`src/sv/cct_pkg.sv`:
```
package cct_pkg;

    // request codes; code 7 is unused and leaves the clock alone
    typedef enum logic [2:0] {
        REQ_TICK  = 3'd0,
        REQ_SEC   = 3'd1,
        REQ_MIN   = 3'd2,
        REQ_HOUR  = 3'd3,
        REQ_DAY   = 3'd4,
        REQ_MONTH = 3'd5,
        REQ_YEAR  = 3'd6
    } t_req;

    localparam logic [8:0] SEC_MAX   = 9'd59;
    localparam logic [5:0] MIN_MAX   = 6'd59;
    localparam logic [4:0] HOUR_MAX  = 5'd23;
    localparam logic [3:0] MONTH_MAX = 4'd12;
    localparam logic [6:0] YEAR_LAST = 7'd99;
    localparam logic [7:0] YEAR_MOD  = 8'd100;
    localparam logic [7:0] YEAR_MOD2 = 8'd200;
    localparam logic [7:0] SEC_RST   = 8'd7;

    typedef struct packed {
        logic [7:0] sec;
        logic [5:0] min;
        logic [4:0] hour;
        logic [4:0] day;
        logic [3:0] month;
        logic [6:0] year;
    } t_cal;

    typedef struct packed {
        t_cal        cal;
        logic [31:0] word;
        logic        leap;
        logic [4:0]  mdays;
    } t_res;

    localparam t_cal CAL_RST = '{sec: SEC_RST, min: '0, hour: '0, day: '0,
                                 month: '0, year: '0};

    // 2000 + year, year below 100: only the divisible-by-4 test matters,
    // since 2000 itself is a 400-year leap year
    function automatic logic f_leap(input logic [6:0] year);
        f_leap = (year[1:0] == 2'b00);
    endfunction

    function automatic logic [4:0] f_month_days(input logic [3:0] month,
                                                input logic [6:0] year);
        logic [4:0] d;
        case (month)
            4'd1, 4'd3, 4'd5, 4'd7, 4'd8, 4'd10, 4'd12: d = 5'd31;
            4'd4, 4'd6, 4'd9, 4'd11:                   d = 5'd30;
            4'd2:    d = f_leap(year) ? 5'd29 : 5'd28;
            default: d = 5'd0;
        endcase
        f_month_days = d;
    endfunction

    function automatic logic [31:0] f_type_f(input t_cal cal);
        f_type_f = {cal.year[6:3], cal.month, cal.year[2:0], cal.day, 3'b000,
                    cal.hour, 2'b00, cal.min};
    endfunction

endpackage

```
`src/sv/cct_ifs.sv`:
```
interface cct_req_if;
    logic       valid;
    logic       ready;
    logic [2:0] req_type;
    logic [7:0] value;

    modport source (output valid, req_type, value, input ready);
    modport sink   (input valid, req_type, value, output ready);
endinterface

interface cct_res_if;
    logic        valid;
    logic        ready;
    logic [7:0]  seconds;
    logic [5:0]  minutes;
    logic [4:0]  hour;
    logic [4:0]  day;
    logic [3:0]  month;
    logic [6:0]  year_of_century;
    logic [31:0] type_f_word;
    logic        leap_year;
    logic [4:0]  month_days;

    modport source (output valid, seconds, minutes, hour, day, month, year_of_century,
                    type_f_word, leap_year, month_days, input ready);
    modport sink   (input valid, seconds, minutes, hour, day, month, year_of_century,
                    type_f_word, leap_year, month_days, output ready);
endinterface

```
`src/sv/cct_step.sv`:
```
module cct_step (
    input  cct_pkg::t_cal i_cal,
    input  logic [2:0]    i_req,
    input  logic [7:0]    i_value,
    output cct_pkg::t_cal o_cal,
    output cct_pkg::t_res o_res
);
    import cct_pkg::*;

    logic [8:0] sec_inc;
    logic [5:0] min_inc;
    logic [4:0] hour_inc;
    logic [4:0] day_inc;
    logic [3:0] mon_inc;
    logic [4:0] cur_days;
    logic [7:0] year_wr;
    t_cal       cal;

    assign sec_inc  = {1'b0, i_cal.sec} + 9'd1;
    assign min_inc  = i_cal.min + 6'd1;
    assign hour_inc = i_cal.hour + 5'd1;
    assign day_inc  = i_cal.day + 5'd1;
    assign mon_inc  = i_cal.month + 4'd1;
    assign cur_days = f_month_days(i_cal.month, i_cal.year);

    always_comb begin
        if (i_value >= YEAR_MOD2) begin
            year_wr = i_value - YEAR_MOD2;
        end else if (i_value >= YEAR_MOD) begin
            year_wr = i_value - YEAR_MOD;
        end else begin
            year_wr = i_value;
        end
    end

    // carry chain on a tick: each field only moves when all lower fields overflow; writes set one field
    always_comb begin
        cal = i_cal;
        unique case (t_req'(i_req))
            REQ_TICK: begin
                if (sec_inc <= SEC_MAX) begin
                    cal.sec = sec_inc[7:0];
                end else begin
                    cal.sec = '0;
                    if (min_inc <= MIN_MAX) begin
                        cal.min = min_inc;
                    end else begin
                        cal.min = '0;
                        if (hour_inc <= HOUR_MAX) begin
                            cal.hour = hour_inc;
                        end else begin
                            cal.hour = '0;
                            if (day_inc != 5'd0 && day_inc <= cur_days) begin
                                cal.day = day_inc;
                            end else begin
                                cal.day = 5'd1;
                                if (mon_inc <= MONTH_MAX) begin
                                    cal.month = mon_inc;
                                end else begin
                                    cal.month = 4'd1;
                                    cal.year  = (i_cal.year == YEAR_LAST) ? 7'd0
                                                                          : i_cal.year + 7'd1;
                                end
                            end
                        end
                    end
                end
            end
            REQ_SEC:   cal.sec   = i_value;
            REQ_MIN:   cal.min   = i_value[5:0];
            REQ_HOUR:  cal.hour  = i_value[4:0];
            REQ_DAY:   cal.day   = i_value[4:0];
            REQ_MONTH: cal.month = i_value[3:0];
            REQ_YEAR:  cal.year  = year_wr[6:0];
            default: ;
        endcase
    end

    assign o_cal       = cal;
    assign o_res.cal   = cal;
    assign o_res.word  = f_type_f(cal);
    assign o_res.leap  = f_leap(cal.year);
    assign o_res.mdays = f_month_days(cal.month, cal.year);

endmodule

```
`src/sv/calendar_clock_type_f.sv`:
```
// Channel    Dir  Payload                                            Handshake
// i_req_ch   in   req_type[2:0], value[7:0]                          valid/ready
// o_res_ch   out  seconds..year_of_century, type_f_word, leap_year,  valid/ready
//                 month_days
//
// One transaction per cycle sustained while results are taken. A transaction
// passes the input register, then next-state logic into the result register.
// i_rst_n is synchronous: clock returns to 00:00:07, day 0, month 0, year 0.
// A stalled result holds the clock state; the input register still takes one
// transaction, then ready drops until the result is taken.
module calendar_clock_type_f (
    input  logic             i_clk,
    input  logic             i_rst_n,
    cct_req_if.sink          i_req_ch,
    cct_res_if.source        o_res_ch
);
    import cct_pkg::*;

    // input stage
    logic       r_in_valid;
    logic [2:0] r_in_req;
    logic [7:0] r_in_value;

    // clock state and result stage
    t_cal r_cal;
    t_cal n_cal;
    t_res r_res;
    t_res n_res;
    logic r_out_valid;

    logic adv_out;   // input stage moves into the result register
    logic adv_in;    // new transaction taken from the port

    assign adv_out = r_in_valid && (!r_out_valid || o_res_ch.ready);
    assign adv_in  = i_req_ch.valid && i_req_ch.ready;

    assign i_req_ch.ready = !r_in_valid || adv_out;

    cct_step u_step (
        .i_cal   (r_cal),
        .i_req   (r_in_req),
        .i_value (r_in_value),
        .o_cal   (n_cal),
        .o_res   (n_res)
    );

    always_ff @(posedge i_clk) begin
        if (!i_rst_n) begin
            r_in_valid  <= 1'b0;
            r_out_valid <= 1'b0;
            r_cal       <= CAL_RST;
        end else begin
            if (adv_in) begin
                r_in_valid <= 1'b1;
            end else if (adv_out) begin
                r_in_valid <= 1'b0;
            end
            if (adv_out) begin
                r_out_valid <= 1'b1;
                r_cal       <= n_cal;
            end else if (o_res_ch.ready) begin
                r_out_valid <= 1'b0;
            end
        end
    end

    // payload, no reset needed
    always_ff @(posedge i_clk) begin
        if (adv_in) begin
            r_in_req   <= i_req_ch.req_type;
            r_in_value <= i_req_ch.value;
        end
        if (adv_out) begin
            r_res <= n_res;
        end
    end

    assign o_res_ch.valid           = r_out_valid;
    assign o_res_ch.seconds         = r_res.cal.sec;
    assign o_res_ch.minutes         = r_res.cal.min;
    assign o_res_ch.hour            = r_res.cal.hour;
    assign o_res_ch.day             = r_res.cal.day;
    assign o_res_ch.month           = r_res.cal.month;
    assign o_res_ch.year_of_century = r_res.cal.year;
    assign o_res_ch.type_f_word     = r_res.word;
    assign o_res_ch.leap_year       = r_res.leap;
    assign o_res_ch.month_days      = r_res.mdays;

`ifndef SYNTHESIS
    // year stays within the century
    a_year_range: assert property (@(posedge i_clk) disable iff (!i_rst_n)
        r_cal.year < 7'd100)
        else $error("year out of range");

    // clock state frozen while a result is stalled
    a_state_hold: assert property (@(posedge i_clk) disable iff (!i_rst_n)
        r_out_valid && !o_res_ch.ready |=> $stable(r_cal))
        else $error("clock state moved under stall");

    // a shown result matches the clock state
    a_res_state: assert property (@(posedge i_clk) disable iff (!i_rst_n)
        r_out_valid |-> r_res.cal == r_cal)
        else $error("result differs from clock state");

    // months without a length report zero days
    a_mdays_zero: assert property (@(posedge i_clk) disable iff (!i_rst_n)
        r_out_valid |-> ((r_res.mdays == 5'd0) ==
                         (r_res.cal.month == 4'd0 || r_res.cal.month > 4'd12)))
        else $error("month length mismatch");

    // blocked input stage keeps its transaction
    a_in_hold: assert property (@(posedge i_clk) disable iff (!i_rst_n)
        r_in_valid && !adv_out |=> r_in_valid && $stable(r_in_req) && $stable(r_in_value))
        else $error("input stage lost a transaction");
`endif

endmodule
```
`src/flat_wrapper.sv`:
```
// flat-port wrapper written by rule: the top's interface ports become plain ports
module calendar_clock_type_f_flat import cct_pkg::*;
  (i_clk, i_rst_n, i_req_ch_valid, i_req_ch_req_type, i_req_ch_value, i_req_ch_ready, o_res_ch_valid, o_res_ch_seconds, o_res_ch_minutes, o_res_ch_hour, o_res_ch_day, o_res_ch_month, o_res_ch_year_of_century, o_res_ch_type_f_word, o_res_ch_leap_year, o_res_ch_month_days, o_res_ch_ready);
  cct_req_if i_req_ch_i ();
  cct_res_if o_res_ch_i ();
  input  logic i_clk;
  input  logic i_rst_n;
  input wire logic [$bits(i_req_ch_i.valid)-1:0] i_req_ch_valid;
  input wire logic [$bits(i_req_ch_i.req_type)-1:0] i_req_ch_req_type;
  input wire logic [$bits(i_req_ch_i.value)-1:0] i_req_ch_value;
  output wire logic [$bits(i_req_ch_i.ready)-1:0] i_req_ch_ready;
  output wire logic [$bits(o_res_ch_i.valid)-1:0] o_res_ch_valid;
  output wire logic [$bits(o_res_ch_i.seconds)-1:0] o_res_ch_seconds;
  output wire logic [$bits(o_res_ch_i.minutes)-1:0] o_res_ch_minutes;
  output wire logic [$bits(o_res_ch_i.hour)-1:0] o_res_ch_hour;
  output wire logic [$bits(o_res_ch_i.day)-1:0] o_res_ch_day;
  output wire logic [$bits(o_res_ch_i.month)-1:0] o_res_ch_month;
  output wire logic [$bits(o_res_ch_i.year_of_century)-1:0] o_res_ch_year_of_century;
  output wire logic [$bits(o_res_ch_i.type_f_word)-1:0] o_res_ch_type_f_word;
  output wire logic [$bits(o_res_ch_i.leap_year)-1:0] o_res_ch_leap_year;
  output wire logic [$bits(o_res_ch_i.month_days)-1:0] o_res_ch_month_days;
  input wire logic [$bits(o_res_ch_i.ready)-1:0] o_res_ch_ready;
  assign i_req_ch_i.valid = i_req_ch_valid;
  assign i_req_ch_i.req_type = i_req_ch_req_type;
  assign i_req_ch_i.value = i_req_ch_value;
  assign i_req_ch_ready = i_req_ch_i.ready;
  assign o_res_ch_valid = o_res_ch_i.valid;
  assign o_res_ch_seconds = o_res_ch_i.seconds;
  assign o_res_ch_minutes = o_res_ch_i.minutes;
  assign o_res_ch_hour = o_res_ch_i.hour;
  assign o_res_ch_day = o_res_ch_i.day;
  assign o_res_ch_month = o_res_ch_i.month;
  assign o_res_ch_year_of_century = o_res_ch_i.year_of_century;
  assign o_res_ch_type_f_word = o_res_ch_i.type_f_word;
  assign o_res_ch_leap_year = o_res_ch_i.leap_year;
  assign o_res_ch_month_days = o_res_ch_i.month_days;
  assign o_res_ch_i.ready = o_res_ch_ready;
  calendar_clock_type_f u_core (.i_clk(i_clk), .i_rst_n(i_rst_n), .i_req_ch(i_req_ch_i), .o_res_ch(o_res_ch_i));
endmodule
```
`config.mk`:
```
export PLATFORM = sky130hd
export DESIGN_NAME = calendar_clock_type_f_flat
export DESIGN_NICKNAME = d
export VERILOG_FILES = /design/src/sv/cct_pkg.sv /design/src/sv/cct_ifs.sv /design/src/sv/cct_step.sv /design/src/sv/calendar_clock_type_f.sv /design/src/flat_wrapper.sv
export SDC_FILE = /design/constraint.sdc
export NUM_CORES = 1
export LEC_CHECK = 0
export BUFFER_PORTS_ARGS = -buffer_cell sky130_fd_sc_hd__buf_2
export CAP_MARGIN = 5
export CORE_ASPECT_RATIO = 1.1
export CORE_MARGIN = 2
export CORE_UTILIZATION = 35
export DETAILED_ROUTE_END_ITERATION = 8
export GPL_TIMING_DRIVEN = 0
export PLACE_DENSITY_LB_ADDON = 0.1
export SLEW_MARGIN = 40
export SYNTH_ARGS = -nofsm -noshare
export SYNTH_HDL_FRONTEND = slang
export SYNTH_HIERARCHICAL = 1
export SYNTH_SLANG_ARGS = --single-unit
```
`constraint.sdc`:
```
create_clock -name i_clk -period 4.8 [get_ports i_clk]
set_input_delay 0.24 -clock i_clk [delete_from_list [all_inputs] [get_ports i_clk]]
set_output_delay 0.24 -clock i_clk [all_outputs]
set_load 0.05 [all_outputs]
```
### After elaboration in Yosys (flattened, before gate mapping)

Index checks and enable logic that the tools add are counted.

* flip-flop bits (word level): 116
* input port bits: 15
* output and inout bits: 75
* logic and storage cells: 109

* add/sub/neg operators: 8
* $lt $le $gt $ge: 7
* eq/ne operators: 31
* muxes and demuxes: 27
* reduce and logical (&&, ||, !) cells: 17

Operators by type and width (count)
* $eq 4x4->1 const B: 10
* $eq 4x3->1 const B: 8
* $pmux 5 s3: 2
* $mux 7: 4
* $mux 27: 1
* $mux 21: 1
* $pmux 5 s2: 2
* $eq 4x2->1 const B: 4
* $mux 16: 1
* $pmux 8 s2: 1
* $pmux 7 s2: 1
* $reduce_or 7->1: 2
* $sub 7x7->7 const B: 2
* $pmux 6 s2: 1
* $mux 11: 1
* $add 5x1->5 const B: 2
* $mux 5: 2
* $add 8x1->9 const B: 1
* $eq 3x3->1 const B: 3
* $le 9x6->1 const B: 1
* $eq 4x1->1 const B: 2
* $ge 8x7->1 const B: 1
* $ge 8x8->1 const B: 1
* $mux 8: 1
* other kinds (22): 35

### Longest topological paths before layout

* depth in word-level cells: 13
* gate-level depth with buffers: 17
* depth with buffers taken out: 17

### Modules after synthesis

Netlist, hierarchy kept.

Modules (own cells, without submodules)
* calendar_clock_type_f: times used 1, cells each 246, area each 4051.4 um^2, sequential area each 3263.1 um^2
* cct_step: times used 1, cells each 455, area each 2977.9 um^2, sequential area each 0.0 um^2

### Least setup slack after synthesis

Ideal clock, no wire load.

* kind: register -> register
* from: reg u_core/r_cal[7] (netlist bit)
* to: reg u_core.r_res (netlist bit u_core/o_res_ch.month_days[3]), data pin
* setup time: 127 ps
* data arrival time: 3499 ps
* required time: 4673 ps
* path slack: 1174 ps
* stages on the path, launching flop included: 17
* path buffers: 1
* clock period less this slack: 3626 ps
* path through: dfxtp_1 inv_1 ha_1 o22ai_1 nand2_1 o31ai_1 a21boi_0 ha_1 a21o_1 mux2i_1 a21oi_1 o21ai_2 nor4_1 a311o_1 and2_1 a211oi_1 buf_4

RTL lines
* from (decl): line calendar_clock_type_f.sv:25 `t_cal r_cal;`
* from (signal assigned): line calendar_clock_type_f.sv:60 `r_cal <= n_cal;`
* to (signal assigned): line calendar_clock_type_f.sv:74 `r_res <= n_res;`
* to (decl): line calendar_clock_type_f.sv:27 `t_res r_res;`

==> out/results.tsv <==
stage	metric	value	unit
outcome	status	complete, no violations	
global_routing	first-pass GRT wire length	27500	microns
power_and_ir_drop	VDD IR max	0.000231	V
worst_setup_path	Crit Path Class	reg2reg	
timing	final period demand of the worst path	4.34	ns
cts	post-CTS setup buffer count	0	
timing	fin crit share	90.4	%
power_and_ir_drop	Leak Pwr	3.35	nW
worst_setup_path	Slowest-stage cell, CP	o311ai_0	
worst_setup_path	Crit path max-delay family	compound AO/OA/AOI/OAI gates	
final_layout	FF/Latch Area	3260	sq um
cts	Inserted Clock Buffers	17	
timing	Final Hold Vio Count	0	
route	Routed WL	17100	microns
worst_setup_path	CP Cell Sequence	inv_1 -> ha_1 -> o31ai_1 -> a21boi_0 -> ha_1 -> nand2_1 -> mux2i_1 -> a21oi_1 -> o21ai_2 -> nor3_1 -> nand3_1 -> o311ai_0 -> buf_4	
timing	Worst Skew	0.00949	ns
global_routing	largest net degree at the start of global routing	83	
final_layout	area of the multi-input gates	2970	sq um
worst_setup_path	CP Capture Type	flop	
logic_synthesis	Cells after Synth	701	
global_routing	total track usage	16.2	%
power_and_ir_drop	PwrDens	333	nW/um^2
global_routing	vias in the first global route	5301	
logic_synthesis	EDFF count, synth	84	
floorplanning	Die Footprint	21200	sq um
logic_synthesis	asr flop ratio synth	0	%
worst_setup_path	Slowest Stage Delay on Critical Path	0.69	ns
cts	clock tree from TritonCTS	yes	
cts	CTS Sinks	121	
hold_path	Hold WC Path Type	in2reg	
timing	Worst Max-Slew Pin Slew	0.804	ns
floorplanning	boundary pin count	90	
worst_setup_path	Startpoint Class	flop	
worst_setup_path	required time worst endpoint	5.08	ns
place	gpl congestion	0.870	
worst_setup_path	Critical Path AT	4.62	ns
floorplanning	Die X-Extent	139	microns
final_layout	diodes inserted	0	
route	wire length per cell	15.7	microns
cts	worst skew pair latency	0.42	ns
logic_synthesis	sequential area share after synthesis	46.4	%
cts	H-tree Lvls	4	
timing	fin. max-slew vios	0	
timing	WHS	0.0961	ns
timing	final setup vio count	0	
cts	clock root buffer	clkbuf_16	
logic_synthesis	Warnings, synthesis	6	
logic_synthesis	leading area contributor after synthesis	edfxtp_1	
route	DR pass1 iterations	5	
place	Buffers on Ports	88	
logic_synthesis	synth top area cells	edfxtp_1 (36%), dfxtp_1 (11%), buf_4 (7.7%)	
timing	RSZ-0062 raised after global routing	false	
floorplanning	total core area	19800	sq um
logic_synthesis	area fraction of the dominant cell type after synthesis	35.9	%
floorplanning	Rows	54	
logic_synthesis	register bit total from synthesis	121	
global_routing	initial antenna violation count	0	
final_layout	Area Growth Syn to Fin	20.7	%
timing	Max-slew headroom	45.7	%
floorplanning	Initial Utilization	35.5	%
logic_synthesis	dominant synthesized flop cell	edfxtp_1	
worst_setup_path	worst path bufs/invs	2	
route	drt drc	0	
worst_setup_path	Max FO, Critical Path	9	
route	Via Count	5477	
logic_synthesis	Synth cell types	74	
cts	clock transition at the registers of the reported paths	0.06	ns
worst_setup_path	most used cell, CP	ha_1	
floorplanning	Die Ht	153	microns
logic_synthesis	Avg Inst Size Synth	10.0	sq um
timing	Final TNS setup	0	ns
route	initial DRC count	394	
route	DRT antenna net count	0	
final_layout	fraction of layout cells with a size suffix above 1	26.3	%
flow_run	Max Cap Viol	0	
place	HPWL after DPL	11800	microns
final_layout	fin nets	862	
timing	Max Freq	0.230	GHz
route	drt via density	5.03	
global_routing	GRT overflow	0	
cts	Longest Clk Path Bufs	2	
logic_synthesis	cell area after synthesis	7030	sq um
final_layout	fillers	1961	
[per-stage QoR]
stage / area [sq um] / setup slack (ns) / std cells / power (W) / util, %
detailed placement: 7800 / 0.464 / 1045 / 0.00160 / 39.4
global placement: 7800 / 0.552 / 1045 / 0.00160 / 39.4
finish: 8480 / 0.461 / 1088 / 0.00283 / 42.9
global route: 8480 / 0.0396 / 1088 / 0.00295 / 42.9
CTS: 8480 / 0.462 / 1088 / 0.00286 / 42.8
floorplan: 7040 / 1.17 / 705 / 0.00151 / -
[path summary, 6_finish.rpt]
kind	startpoint	end	slack, ns	cells after the start
hold reg to reg	u_core/r_cal[19]	u_core/r_cal[19]	0.45	2
setup reg to reg	u_core/r_cal[7]	u_core/o_res_ch.type_f_word[30]	0.46	13
hold / removal	i_req_ch_valid	u_core/r_in_valid	0.1	3
setup / recovery	u_core/r_cal[7]	u_core/o_res_ch.type_f_word[30]	0.46	13
[cell usage in the layout, fill, tap and decap left out, types with 4 or more instances in the layout]
cell type and n:
buf_4 72, o22ai_1 6, clkbuf_1 20, xor2_1 4
a221o_1 4, a21o_1 4, clkbuf_16 17, nor2b_1 9
clkinv_2 4, a21oi_1 25, mux2i_1 34, nor3_1 13
nand2b_1 6, xnor2_1 10, buf_2 95, clkinvlp_4 4
nand4_1 4, dfxtp_1 37, edfxtp_1 84, inv_1 23
dlygate4sd3_1 11, a211oi_1 5, conb_1 5, and2_1 7
o21ai_0 34, nand2_1 114, or2_2 4, ha_1 24
nor2_1 32, a22oi_1 7, a31oi_1 8, nor4_1 7
nand3_1 19, o311ai_0 12
[logic make-up (layout without fill, tap and decap cells)]
kind of cell	after synthesis	in the layout	share of synthesized area, %
AO/OA/AOI/OAI	143	143	14.3
AND/OR/NAND/NOR	236	236	16.5
other	1	5	0.0533
multiplexers	35	35	5.00
flip-flops	121	121	46.4
XOR/XNOR	14	14	1.74
buffers and inverters	127	258	11.7
adder cells (fa/ha/maj)	24	24	4.27
[flip-flops by register name, summed over array words and instances (netlist names), 4 cells and up]
signal,cells
u_core/r_cal,35
u_core/o_res_ch.type_f_word,32
u_core/o_res_ch.seconds,8
u_core/r_in_value,8
u_core/o_res_ch.year_of_century,7
u_core/o_res_ch.minutes,6
u_core/o_res_ch.day,5
u_core/o_res_ch.hour,5
u_core/o_res_ch.month_days,5
u_core/o_res_ch.month,4
[worst register-to-register path, stage by stage, from the launching register on]
cell,delay (ns)
dfxtp_1,0.53
inv_1,0.14
ha_1,0.25
o31ai_1,0.27
a21boi_0,0.42
ha_1,0.33
nand2_1,0.10
mux2i_1,0.08
a21oi_1,0.36
o21ai_2,0.27
nor3_1,0.44
nand3_1,0.12
o311ai_0,0.69
buf_4,0.23
[metal layers]
metal	GRT usage, %	part of all wire, %	vias up
li1	-	-	2714
met1	20.3	45	2596
met2	27.7	49	146
met3	3.77	4.6	21
met4	5.39	1.6	0
met5	0	0	-
[synthesized netlist by cell type (all sizes together), types with 8 or more instances]
master	number
ha	24
xnor2	10
mux2i	34
a21oi	25
nor4	8
nor3	13
nor2	33
buf	84
o21ai	37
edfxtp	84
nor2b	10
o311ai	16
dfxtp	37
nand3	20
inv	24
nand2	114
clkbuf	19
a31oi	8
[cell type report]
cell class	instances	share of cell area, %
flip-flops and latches	121	38.5
multi-input cells	457	35.0
plain buffers	103	8.60
repair buffers	99	6.49
clock buffers	19	5.22
well taps	252	3.72
clock inverters	13	1.49
inverters	24	1.06
[where the power goes]
group          switching, W  internal, W
combinational      0.000260     0.000131
clock              0.000469     0.000770
sequential        0.0000270      0.00117
[repair_timing]
item / CTS / global route
hold buffers: 11 / 0
resized for setup: 0 / 0
setup endpoints to repair: 0 / 0
endpoints found under the hold margin: 11 / 0
Power figures use the tool's default switching activity.
